==> src/atatf_pkg.sv <==
// Shared constants and types for the ATA task-file command builder.
package atatf_pkg;

    // Field widths.
    localparam int BLK_W      = 32;
    localparam int TOTAL_W    = 9;
    localparam int BYTE_W     = 8;
    localparam int HEADS_W    = 5;
    localparam int PER_CYL_W  = HEADS_W + BYTE_W;
    localparam int CFG_IDX_W  = 2;

    // Packed stream widths, rounded up to whole bytes.
    localparam int S_TDATA_W  = 48;
    localparam int M_TDATA_W  = 72;

    // Largest transfer in sectors.
    localparam int MAX_SECTORS_DEF = 256;

    // Command and control codes.
    localparam logic [BYTE_W-1:0] OP_READ     = 8'h20;
    localparam logic [BYTE_W-1:0] OP_WRITE    = 8'h30;
    localparam logic [BYTE_W-1:0] EIGHT_HEADS = 8'h08;
    localparam int                LBA_BIT     = 6;

    // Register reset values.
    localparam logic [BYTE_W-1:0]    DRIVE_PREFIX_RST = 8'hA0;
    localparam logic [BYTE_W-1:0]    PRECOMP_RST      = 8'h00;
    localparam logic [HEADS_W-1:0]   HEAD_COUNT_RST   = 5'd16;
    localparam logic [BYTE_W-1:0]    SPT_RST          = 8'd63;
    localparam logic [PER_CYL_W-1:0] PER_CYL_RST      = 13'd1008;

    // Register indexes on the configuration channel.
    typedef enum logic [CFG_IDX_W-1:0] {
        CFG_DRIVE_PREFIX = 2'd0,
        CFG_PRECOMP      = 2'd1,
        CFG_HEAD_COUNT   = 2'd2,
        CFG_SPT          = 2'd3
    } cfg_reg_t;

endpackage

==> src/atatf_divider.sv <==
// Pipelined restoring divider, one quotient bit per register stage.
module atatf_divider #(
    parameter int DVD_W  = 32,
    parameter int DIV_W  = 13,
    parameter int QUO_W  = 32,
    parameter int SIDE_W = 1
) (
    input  logic              aclk,
    input  logic              aresetn,
    input  logic              en,
    input  logic              in_valid,
    input  logic [DVD_W-1:0]  dividend,
    input  logic [DIV_W-1:0]  divisor,
    input  logic [SIDE_W-1:0] side_in,
    output logic              out_valid,
    output logic [QUO_W-1:0]  quotient,
    output logic [DIV_W-1:0]  remainder,
    output logic [SIDE_W-1:0] side_out
);

    // Stage registers; stage i resolves quotient bit QUO_W-1-i.
    logic              valid_reg [QUO_W];
    logic [DIV_W-1:0]  rem_reg   [QUO_W];
    logic [QUO_W-1:0]  quo_reg   [QUO_W];
    logic [QUO_W-1:0]  bits_reg  [QUO_W];
    logic [DIV_W-1:0]  div_reg   [QUO_W];
    logic [SIDE_W-1:0] side_reg  [QUO_W];

    genvar i;
    generate
        for (i = 0; i < QUO_W; i++) begin : g_stage
            logic              prev_valid;
            logic [DIV_W-1:0]  prev_rem;
            logic [QUO_W-1:0]  prev_quo;
            logic [QUO_W-1:0]  prev_bits;
            logic [DIV_W-1:0]  prev_div;
            logic [SIDE_W-1:0] prev_side;
            logic [DIV_W:0]    trial;
            logic [DIV_W:0]    diff;
            logic              ge;
            logic [DIV_W-1:0]  rem_next;

            // The first stage starts from the dividend bits above the quotient,
            // which the caller keeps below the divisor.
            if (i == 0) begin : g_first
                assign prev_valid = in_valid;
                assign prev_rem   = DIV_W'(dividend >> QUO_W);
                assign prev_quo   = '0;
                assign prev_bits  = dividend[QUO_W-1:0];
                assign prev_div   = divisor;
                assign prev_side  = side_in;
            end else begin : g_next
                assign prev_valid = valid_reg[i-1];
                assign prev_rem   = rem_reg[i-1];
                assign prev_quo   = quo_reg[i-1];
                assign prev_bits  = bits_reg[i-1];
                assign prev_div   = div_reg[i-1];
                assign prev_side  = side_reg[i-1];
            end

            // One compare and subtract on the shifted partial remainder.
            assign trial    = {prev_rem, prev_bits[QUO_W-1]};
            assign diff     = trial - {1'b0, prev_div};
            assign ge       = (trial >= {1'b0, prev_div});
            assign rem_next = ge ? diff[DIV_W-1:0] : trial[DIV_W-1:0];

            always_ff @(posedge aclk) begin
                if (!aresetn) begin
                    valid_reg[i] <= 1'b0;
                end else if (en) begin
                    valid_reg[i] <= prev_valid;
                end
            end

            always_ff @(posedge aclk) begin
                if (en) begin
                    rem_reg[i]  <= rem_next;
                    quo_reg[i]  <= (prev_quo << 1) | QUO_W'(ge);
                    bits_reg[i] <= prev_bits << 1;
                    div_reg[i]  <= prev_div;
                    side_reg[i] <= prev_side;
                end
            end
        end
    endgenerate

    assign out_valid = valid_reg[QUO_W-1];
    assign quotient  = quo_reg[QUO_W-1];
    assign remainder = rem_reg[QUO_W-1];
    assign side_out  = side_reg[QUO_W-1];

endmodule

==> src/ata_taskfile_command_builder.sv <==
// Top level: builds ATA task-file bytes from a sector request, in LBA or CHS form.
// A request passes through one input stage, a 32-stage
// cylinder divider, a 5-stage head divider and one output register.
// Throughput is one request per cycle; the whole pipeline stalls together while
// a result waits on m_tready. The divider stages make up most of the latency.
// Reset (aresetn low, synchronous) empties the pipeline and loads register defaults.
module ata_taskfile_command_builder #(
    parameter int MAX_SECTORS = atatf_pkg::MAX_SECTORS_DEF
) (
    input  logic                                  aclk,
    input  logic                                  aresetn,
    // Request channel.
    input  logic                                  s_tvalid,
    output logic                                  s_tready,
    // [31:0] start_sector, [40:32] sector_total, [47:41] zero
    input  logic [atatf_pkg::S_TDATA_W-1:0]       s_tdata,
    // [0] is_write
    input  logic                                  s_tuser,
    // Result channel.
    output logic                                  m_tvalid,
    input  logic                                  m_tready,
    // [7:0] precomp_byte, [15:8] count_byte, [23:16] sector_byte,
    // [31:24] cyl_low_byte, [39:32] cyl_high_byte, [47:40] drive_head_byte,
    // [55:48] command_byte, [63:56] control_byte, [64] cylinder_overflow,
    // [71:65] zero
    output logic [atatf_pkg::M_TDATA_W-1:0]       m_tdata,
    // Configuration write channel.
    input  logic                                  cfg_valid,
    output logic                                  cfg_ready,
    input  logic [atatf_pkg::CFG_IDX_W-1:0]       cfg_index,
    input  logic [atatf_pkg::BYTE_W-1:0]          cfg_data
);

    localparam int SIDE1_W = atatf_pkg::BYTE_W + 1 + 28;
    localparam int SIDE2_W = SIDE1_W + 16 + 1;
    localparam logic [atatf_pkg::TOTAL_W-1:0] MAX_TOTAL = atatf_pkg::TOTAL_W'(MAX_SECTORS);

    // Configuration registers.
    logic [atatf_pkg::BYTE_W-1:0]    drive_prefix_reg, drive_prefix_next;
    logic [atatf_pkg::BYTE_W-1:0]    precomp_reg, precomp_next;
    logic [atatf_pkg::HEADS_W-1:0]   head_count_reg, head_count_next;
    logic [atatf_pkg::BYTE_W-1:0]    spt_reg, spt_next;
    logic [atatf_pkg::PER_CYL_W-1:0] per_cyl_reg, per_cyl_next;
    logic [atatf_pkg::HEADS_W-1:0]   heads_eff, heads_eff_next;
    logic [atatf_pkg::BYTE_W-1:0]    spt_eff, spt_eff_next;

    assign cfg_ready = 1'b1;

    // Register writes; the sectors-per-cylinder product follows the new geometry.
    always_comb begin
        drive_prefix_next = drive_prefix_reg;
        precomp_next      = precomp_reg;
        head_count_next   = head_count_reg;
        spt_next          = spt_reg;
        if (cfg_valid) begin
            case (atatf_pkg::cfg_reg_t'(cfg_index))
                atatf_pkg::CFG_DRIVE_PREFIX: drive_prefix_next = cfg_data;
                atatf_pkg::CFG_PRECOMP:      precomp_next      = cfg_data;
                atatf_pkg::CFG_HEAD_COUNT:   head_count_next   = cfg_data[atatf_pkg::HEADS_W-1:0];
                atatf_pkg::CFG_SPT:          spt_next          = cfg_data;
                default: ;
            endcase
        end
        heads_eff_next = (head_count_next == '0) ? atatf_pkg::HEADS_W'(1) : head_count_next;
        spt_eff_next   = (spt_next == '0) ? atatf_pkg::BYTE_W'(1) : spt_next;
        per_cyl_next   = {{atatf_pkg::BYTE_W{1'b0}}, heads_eff_next}
                       * {{atatf_pkg::HEADS_W{1'b0}}, spt_eff_next};
    end

    always_ff @(posedge aclk) begin
        if (!aresetn) begin
            drive_prefix_reg <= atatf_pkg::DRIVE_PREFIX_RST;
            precomp_reg      <= atatf_pkg::PRECOMP_RST;
            head_count_reg   <= atatf_pkg::HEAD_COUNT_RST;
            spt_reg          <= atatf_pkg::SPT_RST;
            per_cyl_reg      <= atatf_pkg::PER_CYL_RST;
        end else begin
            drive_prefix_reg <= drive_prefix_next;
            precomp_reg      <= precomp_next;
            head_count_reg   <= head_count_next;
            spt_reg          <= spt_next;
            per_cyl_reg      <= per_cyl_next;
        end
    end

    assign heads_eff = (head_count_reg == '0) ? atatf_pkg::HEADS_W'(1) : head_count_reg;
    assign spt_eff   = (spt_reg == '0) ? atatf_pkg::BYTE_W'(1) : spt_reg;

    // The whole pipeline moves when the output register is free or being taken.
    logic adv;
    logic m_tvalid_reg;
    logic [atatf_pkg::M_TDATA_W-1:0] m_tdata_reg, m_tdata_next;

    assign adv      = !m_tvalid_reg || m_tready;
    assign s_tready = adv;

    // Input stage: capture the request and saturate the sector total.
    logic                           a_valid_reg;
    logic [atatf_pkg::BLK_W-1:0]    a_blk_reg;
    logic [atatf_pkg::BYTE_W-1:0]   a_count_reg, a_count_next;
    logic                           a_wr_reg;
    logic [atatf_pkg::TOTAL_W-1:0]  in_total;

    assign in_total     = s_tdata[40:32];
    assign a_count_next = (in_total > MAX_TOTAL) ? MAX_TOTAL[atatf_pkg::BYTE_W-1:0]
                                                 : in_total[atatf_pkg::BYTE_W-1:0];

    always_ff @(posedge aclk) begin
        if (!aresetn) begin
            a_valid_reg <= 1'b0;
        end else if (adv) begin
            a_valid_reg <= s_tvalid;
        end
    end

    always_ff @(posedge aclk) begin
        if (adv) begin
            a_blk_reg   <= s_tdata[31:0];
            a_count_reg <= a_count_next;
            a_wr_reg    <= s_tuser;
        end
    end

    // Cylinder division: start sector by sectors per cylinder.
    logic                            d1_valid;
    logic [atatf_pkg::BLK_W-1:0]     d1_cyl;
    logic [atatf_pkg::PER_CYL_W-1:0] d1_rem;
    logic [SIDE1_W-1:0]              d1_side;

    atatf_divider #(
        .DVD_W  (atatf_pkg::BLK_W),
        .DIV_W  (atatf_pkg::PER_CYL_W),
        .QUO_W  (atatf_pkg::BLK_W),
        .SIDE_W (SIDE1_W)
    ) u_cyl_div (
        .aclk      (aclk),
        .aresetn   (aresetn),
        .en        (adv),
        .in_valid  (a_valid_reg),
        .dividend  (a_blk_reg),
        .divisor   (per_cyl_reg),
        .side_in   ({a_count_reg, a_wr_reg, a_blk_reg[27:0]}),
        .out_valid (d1_valid),
        .quotient  (d1_cyl),
        .remainder (d1_rem),
        .side_out  (d1_side)
    );

    // Head division: remainder within the cylinder by sectors per track.
    logic                            d2_valid;
    logic [atatf_pkg::HEADS_W-1:0]   d2_head;
    logic [atatf_pkg::BYTE_W-1:0]    d2_sec;
    logic [SIDE2_W-1:0]              d2_side;
    logic                            d1_ovf;

    assign d1_ovf = (d1_cyl[31:16] != '0);

    atatf_divider #(
        .DVD_W  (atatf_pkg::PER_CYL_W),
        .DIV_W  (atatf_pkg::BYTE_W),
        .QUO_W  (atatf_pkg::HEADS_W),
        .SIDE_W (SIDE2_W)
    ) u_head_div (
        .aclk      (aclk),
        .aresetn   (aresetn),
        .en        (adv),
        .in_valid  (d1_valid),
        .dividend  (d1_rem),
        .divisor   (spt_eff),
        .side_in   ({d1_side, d1_cyl[15:0], d1_ovf}),
        .out_valid (d2_valid),
        .quotient  (d2_head),
        .remainder (d2_sec),
        .side_out  (d2_side)
    );

    // Output stage: pick LBA or CHS bytes and pack the result.
    logic [atatf_pkg::BYTE_W-1:0] o_count, o_sec, o_clo, o_chi, o_ldh, o_cmd, o_ctl;
    logic [27:0]                  o_lba;
    logic [15:0]                  o_cyl;
    logic                         o_wr, o_ovf, lba_mode;

    assign lba_mode = drive_prefix_reg[atatf_pkg::LBA_BIT];

    always_comb begin
        o_count = d2_side[SIDE2_W-1 -: atatf_pkg::BYTE_W];
        o_wr    = d2_side[SIDE2_W-1-atatf_pkg::BYTE_W];
        o_lba   = d2_side[44:17];
        o_cyl   = d2_side[16:1];
        o_ovf   = d2_side[0];
        if (lba_mode) begin
            o_sec = o_lba[7:0];
            o_clo = o_lba[15:8];
            o_chi = o_lba[23:16];
            o_ldh = drive_prefix_reg | {4'b0, o_lba[27:24]};
            o_ovf = 1'b0;
        end else begin
            o_sec = d2_sec + atatf_pkg::BYTE_W'(1);
            o_clo = o_cyl[7:0];
            o_chi = o_cyl[15:8];
            o_ldh = drive_prefix_reg | {3'b0, d2_head};
        end
        o_cmd = o_wr ? atatf_pkg::OP_WRITE : atatf_pkg::OP_READ;
        o_ctl = (heads_eff >= atatf_pkg::HEADS_W'(8)) ? atatf_pkg::EIGHT_HEADS
                                                       : atatf_pkg::BYTE_W'(0);
        m_tdata_next = {7'b0, o_ovf, o_ctl, o_cmd, o_ldh, o_chi, o_clo, o_sec,
                        o_count, precomp_reg};
    end

    always_ff @(posedge aclk) begin
        if (!aresetn) begin
            m_tvalid_reg <= 1'b0;
        end else if (adv) begin
            m_tvalid_reg <= d2_valid;
        end
    end

    always_ff @(posedge aclk) begin
        if (adv) begin
            m_tdata_reg <= m_tdata_next;
        end
    end

    assign m_tvalid = m_tvalid_reg;
    assign m_tdata  = m_tdata_reg;

    // The head number never reaches the head count.
    assert property (@(posedge aclk) disable iff (!aresetn)
        d2_valid |-> (d2_head < heads_eff))
        else $error("head quotient not below head count");

    // An LBA result never reports a cylinder overflow.
    assert property (@(posedge aclk) disable iff (!aresetn)
        (m_tvalid && lba_mode) |-> !m_tdata[64])
        else $error("overflow flagged in LBA mode");

    // A CHS sector number is counted from one.
    assert property (@(posedge aclk) disable iff (!aresetn)
        (m_tvalid && !lba_mode) |-> (m_tdata[23:16] != 8'h00))
        else $error("CHS sector byte is zero");

    // A result that leaves the divider reaches the output register when the pipe moves.
    assert property (@(posedge aclk) disable iff (!aresetn)
        (d2_valid && adv) |=> m_tvalid)
        else $error("result lost at output stage");

endmodule
==> config.mk <==
export PLATFORM = sky130hd
export DESIGN_NAME = ata_taskfile_command_builder
export DESIGN_NICKNAME = d
export VERILOG_FILES = /design/src/atatf_pkg.sv /design/src/atatf_divider.sv /design/src/ata_taskfile_command_builder.sv
export SDC_FILE = /design/constraint.sdc
export NUM_CORES = 2
export LEC_CHECK = 0
export ABC_CLOCK_PERIOD_IN_PS = 96000
export BUFFER_PORTS_ARGS = -buffer_cell sky130_fd_sc_hd__buf_4
export CAP_MARGIN = 10
export CORE_AREA = 3 3 525 527
export DETAILED_ROUTE_END_ITERATION = 10
export DIE_AREA = 0 0 528 530
export GPL_ROUTABILITY_DRIVEN = 1
export GPL_TIMING_DRIVEN = 0
export HOLD_SLACK_MARGIN = 0.05
export PLACE_DENSITY = 0.78
export SLEW_MARGIN = 20
export SYNTH_ARGS = -nofsm -noshare
export SYNTH_HDL_FRONTEND = slang
export SYNTH_HIERARCHICAL = 1
export SYNTH_MEMORY_MAX_BITS = 65536
export SYNTH_SLANG_ARGS = --single-unit
==> constraint.sdc <==
create_clock -name aclk -period 96 [get_ports aclk]
set_input_delay 4.8 -clock aclk [delete_from_list [all_inputs] [get_ports aclk]]
set_output_delay 4.8 -clock aclk [all_outputs]
set_load 0.01 [all_outputs]
Word-level counts from Yosys, hierarchy flattened
Memory sizes are Yosys's and may differ from the RTL's. A register that Yosys moved wholly into a read port is not among the register bits.
Index checks and enable logic that the tools add are counted.
- memory bits (writable): 4464
- flip-flop bits (word level): 149
- bits in read-only memories: 0
- logic and storage cells: 282
- latch bits: 0
- memories: 12
- output and inout port bits: 75
- div/mod/pow operators: 0
- $add $sub $neg: 38
- muxes and demuxes: 93
- multiply operators: 1
- magnitude comparators: 39
- equal/unequal tests: 3
- reductions and logical operators: 11
- bitwise logic cells: 74
- shift-type cells: 0
- memories (name ; words ; width ; read ports ; clocked after Yosys merged registers in ; write ports ; line ; RTL):
    u_cyl_div.side_reg ; 32 ; 37 ; 32 ; 0 ; 32 ; atatf_divider.sv:27 ; logic [SIDE_W-1:0] side_reg [QUO_W];
    u_cyl_div.quo_reg ; 32 ; 32 ; 32 ; 0 ; 32 ; atatf_divider.sv:24 ; logic [QUO_W-1:0] quo_reg [QUO_W];
    u_cyl_div.bits_reg ; 32 ; 31 ; 31 ; 0 ; 32 ; atatf_divider.sv:25 ; logic [QUO_W-1:0] bits_reg [QUO_W];
    u_cyl_div.div_reg ; 32 ; 13 ; 31 ; 0 ; 32 ; atatf_divider.sv:26 ; logic [DIV_W-1:0] div_reg [QUO_W];
    u_cyl_div.rem_reg ; 32 ; 13 ; 32 ; 0 ; 32 ; atatf_divider.sv:23 ; logic [DIV_W-1:0] rem_reg [QUO_W];
    u_head_div.side_reg ; 5 ; 54 ; 5 ; 0 ; 5 ; atatf_divider.sv:27 ;
    +6 memories ; - ; - ; - ; - ; - ; - ;
- operators by type and width (operator ; count):
    32-bit by 1-bit OR with 32-bit output ; 31
    14-bit by 13-bit greater-or-equal comparator with 1-bit output ; 31
    13-bit 2-to-1 mux ; 32
    13-bit subtractor ; 31
    8-bit 2-to-1 mux ; 13
    9-bit by 8-bit greater-or-equal comparator with 1-bit output ; 5
    1-bit 2-to-1 mux ; 42
    8-bit subtractor ; 5
    1-bit OR ; 37
    5-bit 2-to-1 mux ; 5
    5-bit by 1-bit OR with 5-bit output ; 4
    8-bit logical NOT ; 2
    16-bit nonzero test ; 1
    1-bit by 13-bit greater-or-equal comparator with 1-bit output ; 1
    5-bit by 8-bit multiplier with 13-bit output ; 1
    1-bit by 13-bit subtractor with 13-bit output ; 1
    5-bit logical NOT ; 2
    9-bit > comparator (second input constant) ; 1
    8-bit by 1-bit adder with 8-bit output (second input constant) ; 1
    8-bit by 4-bit OR with 8-bit output ; 1
    8-bit by 5-bit OR with 8-bit output ; 1
    5-bit by 4-bit greater-or-equal comparator with 1-bit output (second input constant) ; 1
    2-bit equality test (second input constant) ; 2
    4-bit 2-to-1 mux ; 1
    other kinds (5) ; 7

Logic depth before layout (Yosys ltp)
- depth in word-level cells: 6
- mapped depth: 16
- gate-level depth less buffers: 15

Hierarchy
Netlist, hierarchy kept.
- modules (own cells, without submodules) (module ; cells an instance ; area each (um^2) ; times used ; sequential area each (um^2)):
    atatf_divider (u_cyl_div) ; 6589 ; 115746.0 ; 1 ; 91848.1
    atatf_divider (u_head_div) ; 704 ; 13683.1 ; 1 ; 11160.7
    ata_taskfile_command_builder ; 491 ; 6284.8 ; 1 ; 3643.5

Worst setup path before layout
OpenSTA, ideal clock, no wires.
- path type: in2reg
- from: input port m_tready
- to: register m_tvalid_reg (netlist: m_tvalid) (read register of u_head_div.valid_reg)
- arrival time: 93.841 ns
- stages: 2
- slack: -1.286 ns
- required time: 92.554 ns
- cells stage by stage: nand2b_1 a21boi_0
- longest elaborated chain between the ends: 1
- ends and longest elaborated chain (element ; line ; RTL):
    start, declared ; ata_taskfile_command_builder.sv:21 ; input logic m_tready,
    1-bit logical OR ; ata_taskfile_command_builder.sv:94 ; assign adv = !m_tvalid_reg || m_tready;
    end, declared ; ata_taskfile_command_builder.sv:91 ; logic m_tvalid_reg;
Every way passes these cells.
A chain may end at the register's enable or synchronous reset.

Worst setup path after layout
- from: input port m_tready
- to: output port s_tready
- longest elaborated chain between the ends: 1
- ends and longest elaborated chain (element ; line ; RTL):
    1-bit logical OR ; ata_taskfile_command_builder.sv:94 ;
    end, declared ; ata_taskfile_command_builder.sv:14 ; output logic s_tready,
Every way passes these cells.

==> flow_summary_export.csv <==
group,metric,value,unit
critical_path,crit_family,"buffers and inverters",
critical_path,slowest_stage,"nand2b_4",
place,place.gp.congestion,0.892,
power_and_ir_drop,ir_worst_vdd,19.6,uV
critical_path,crit_required,91.20,ns
worst_hold_path,hp-class,"reg -> reg",
layout,drive_above_1_share,11.9,%
synthesis,synthCells,7784,
cts,cts_buffer_depth,4,
synthesis,ys.warnings.count,6,
synthesis,netlist_area,136000,um^2
detailed_routing,vias_per_cell,5.15,
power_and_ir_drop,power_frac_seq,46.6,%
outcome,status,"complete, no violations",
detailed_routing,drtPass1Iterations,6,
cts,post_cts_buffers,0,
cts,clk_latency,0.87,ns
power_and_ir_drop,p_int,3.43,mW
synthesis,synth_seq_cells,3567,
sta,rsz0062_at_grt,"no",
critical_path,slowest_delay,0.45,ns
synthesis,ys_types,84,
global_routing,antenna_found_initial,4,
power_and_ir_drop,p_per_area,31.0,nW/um^2
sta,worst_pin_slew,1.05,ns
layout,syn_to_final_growth,13.7,%
synthesis,synth_edf_count,3521,
cts,cts_resized,0,
sta,fin_crit,12.00,ns
global_routing,grt_max_degree,65,
critical_path,crit_path_end_kind,"output pin",
global_routing,globalRouteOverflowTotal,0,
synthesis,ys.flop_type,"edfxtp_1",
die,die_h,530,um
cts,cts.sinks,3567,
sta,fin_ws,84.00,ns
place,dpl_cell_area,143000,um^2
place,pre_cts_slack,83.98,ns
layout,fin_area,154000,um^2
critical_path,cp_max_fo,61,
global_routing,grt_usage,14.4,%
die,io_pins,139,
detailed_routing,wl_per_cell,16.7,um
detailed_routing,vias,62800,
critical_path,crit_arrival,7.20,ns
sta,fmax,0.0833,GHz
sta,final-max-slew-violation-count,0,
sta,maxSlewHeadroom,29.5,%
cts,clkTransAtPathRegs,0.06,ns
run,cap_violations,0,
critical_path,crit_top_cell,"buf_16",
critical_path,critPathLaunchType,"input port",
detailed_routing,antenna_left,0,
place,io_buffers,109,
critical_path,crit_type,"in -> out",
global_routing,grt_pass1_vias,63700,
sta,finClkSkew,0.0672,ns
layout,layout.cells.non_filler,12200,
power_and_ir_drop,p_leak,60.4,nW
critical_path,path_cells,"buf_4 > nand2b_4 > buf_16 > buf_16 > buf_16 > buf_16 > buf_16 > buf_4",
place,dp_hpwl,134000,um
global_routing,grt_pass1_wl,329000,um
detailed_routing,drt-initial-drc-count,3953,
synthesis,avgSynthCellArea,17.4,um^2
cts,cts_made_buffers,359,
power_and_ir_drop,clkPwrFrac,28.0,%
cts,tritoncts,"yes",
detailed_routing,totalWireLength,204000,um
sta,timing.final.crit_share,12.5,%
synthesis,synthArstFlopShare,0,%
die,dieArea,280000,um^2
die,num_rows,191,
sta,setup-tns-final,0,ns
cts,htreeDepth,5,
cts,cts_root_buffer,"clkbuf_16",
synthesis,ys_seq_area_share,78.6,%
layout,largest_reg_flops,1184,
sta,finalSetupViolCount,0,
power_and_ir_drop,power_frac_comb,25.4,%
die,die_w,528,um
die,core_area,271000,um^2
power_and_ir_drop,switching_share,28.3,%
sta,hold_violations,0,
layout,nNetsFinal,8926,
detailed_routing,drcViolationCount,0,
die,start_util,50.1,%
cts,postCtsHoldBufs,0,
power_and_ir_drop,p_sw,1.35,mW
critical_path,path_buf_inv,7,
place,post-place-cells,11600,
critical_path,reg2reg_slack,91.50,ns
cells in the mapped netlist, types with 12 or more instances:
| cell | number | area (um^2) |
|---|---|---|
| a211o_1 | 20 | 175 |
| a211oi_1 | 21 | 158 |
| a21boi_0 | 18 | 135 |
| a21o_1 | 149 | 1120 |
| a21oi_1 | 282 | 1410 |
| a21oi_2 | 12 | 105 |
| a221oi_1 | 14 | 123 |
| a31oi_1 | 35 | 219 |
| and2_1 | 16 | 100 |
| and3_1 | 56 | 350 |
| buf_2 | 25 | 125 |
| buf_4 | 24 | 180 |
| clkbuf_1 | 65 | 244 |
| dfxtp_1 | 46 | 921 |
| edfxtp_1 | 3521 | 106000 |
| fa_1 | 54 | 1080 |
| ha_1 | 467 | 5840 |
| inv_1 | 619 | 2320 |
| mux2_2 | 197 | 2220 |
| mux2_4 | 20 | 300 |
| mux2i_1 | 73 | 731 |
| nand2_1 | 361 | 1360 |
| nand2b_1 | 95 | 594 |
| nand3_1 | 68 | 340 |
| nand4_1 | 49 | 307 |
| nor2_1 | 292 | 1100 |
| nor2b_1 | 90 | 563 |
| nor3_1 | 99 | 495 |
| nor4_1 | 27 | 169 |
| o211ai_1 | 16 | 120 |
| o21a_1 | 56 | 420 |
| o21ai_0 | 307 | 1540 |
| o21bai_1 | 41 | 308 |
| o31a_1 | 13 | 114 |
| o31ai_1 | 28 | 210 |
| or2_2 | 22 | 138 |
| or4_1 | 12 | 90.1 |
| xnor2_1 | 171 | 1500 |
| xor2_1 | 145 | 1270 |
per-layer routing:
| layer | vias to the layer above | track usage, % | share of wire, % |
|---|---|---|---|
| li1 | 30500 | - | - |
| met1 | 30500 | 18.6 | 43 |
| met2 | 1306 | 24.3 | 49 |
| met3 | 511 | 2.41 | 4.1 |
| met4 | 0 | 5.73 | 3.7 |
| met5 | - | 0 | 0 |
final timing paths:
check                                        from                                   to  cells past startpoint
max                                      m_tready                             s_tready                      8
min          u_cyl_div/side_reg[2][143]$_DFFE_PP_  u_cyl_div/side_reg[3][32]$_DFFE_PP_                      0
max reg2reg                 spt_reg[1]$_SDFF_PN1_           per_cyl_reg[12]$_SDFF_PN0_                     12
min reg2reg  u_cyl_div/side_reg[2][143]$_DFFE_PP_  u_cyl_div/side_reg[3][32]$_DFFE_PP_                      0
metrics by stage:
stage	total power, mW	util [%]	hold slack (ns)
2_1_floorplan	3.13	-	0.400
3_3_place_gp	3.41	52.1	0.400
3_5_place_dp	3.45	52.7	0.405
4_1_cts	4.83	56.9	0.350
5_1_grt	5.06	56.9	0.356
6_report	4.78	56.9	0.353
power by group through the flow:
stage	combinational (mW)	sequential, mW	clock [mW]
final	1.22	2.23	1.34
after global routing	1.36	2.26	1.45
after CTS	1.21	2.23	1.39
after detailed placement	1.20	2.26	0
after global placement	1.16	2.25	0
after floorplan	0.937	2.20	0
logic make-up (layout without fill, tap and decap cells):
group	after synthesis	after routing	synth area share, %
AOI/OAI and AO/OA	1117	1117	5.33
xor gates and xnor gates	316	316	2.04
adders and majority gates	521	521	5.10
buffers and inverters	743	1555	2.16
DFF	3567	3567	78.6
muxes	293	293	2.43
other	2	24	0.00553
and+or+nand+nor	1225	1225	4.35
cells in the final DEF (no fill, tap or decap), types with 26 or more instances in the layout:
cell / synthesis / routed
a21o_1: 149 / 149
a21oi_1: 282 / 282
a31oi_1: 35 / 35
and3_1: 56 / 56
buf_16: 0 / 47
buf_2: 25 / 26
buf_4: 24 / 133
bufinv_16: 0 / 31
clkbuf_1: 65 / 130
clkbuf_16: 0 / 367
clkinv_1: 0 / 72
clkinv_2: 0 / 59
dfxtp_1: 46 / 46
edfxtp_1: 3521 / 3521
fa_1: 54 / 54
ha_1: 467 / 467
inv_1: 619 / 619
mux2_2: 197 / 197
mux2i_1: 73 / 73
nand2_1: 361 / 361
nand2b_1: 95 / 93
nand3_1: 68 / 68
nand4_1: 49 / 49
nor2_1: 292 / 292
nor2b_1: 90 / 90
nor3_1: 99 / 99
nor4_1: 27 / 26
o21a_1: 56 / 56
o21ai_0: 307 / 307
o21bai_1: 41 / 41
o31ai_1: 28 / 28
xnor2_1: 171 / 171
xor2_1: 145 / 145
final cells by class:
| cell class | instances | area (um^2) |
|---|---|---|
| clock buffer | 434 | 9460 |
| timing repair buffer | 176 | 2510 |
| buffer | 120 | 596 |
| tap | 3570 | 4470 |
| inverter | 623 | 2340 |
| sequential | 3567 | 107000 |
| fill | 20200 | 117000 |
| antenna | 2 | 5.00 |
| multi-input combinational | 3494 | 26200 |
| clock inverter | 202 | 2010 |
(Power assumes the default switching activity.)
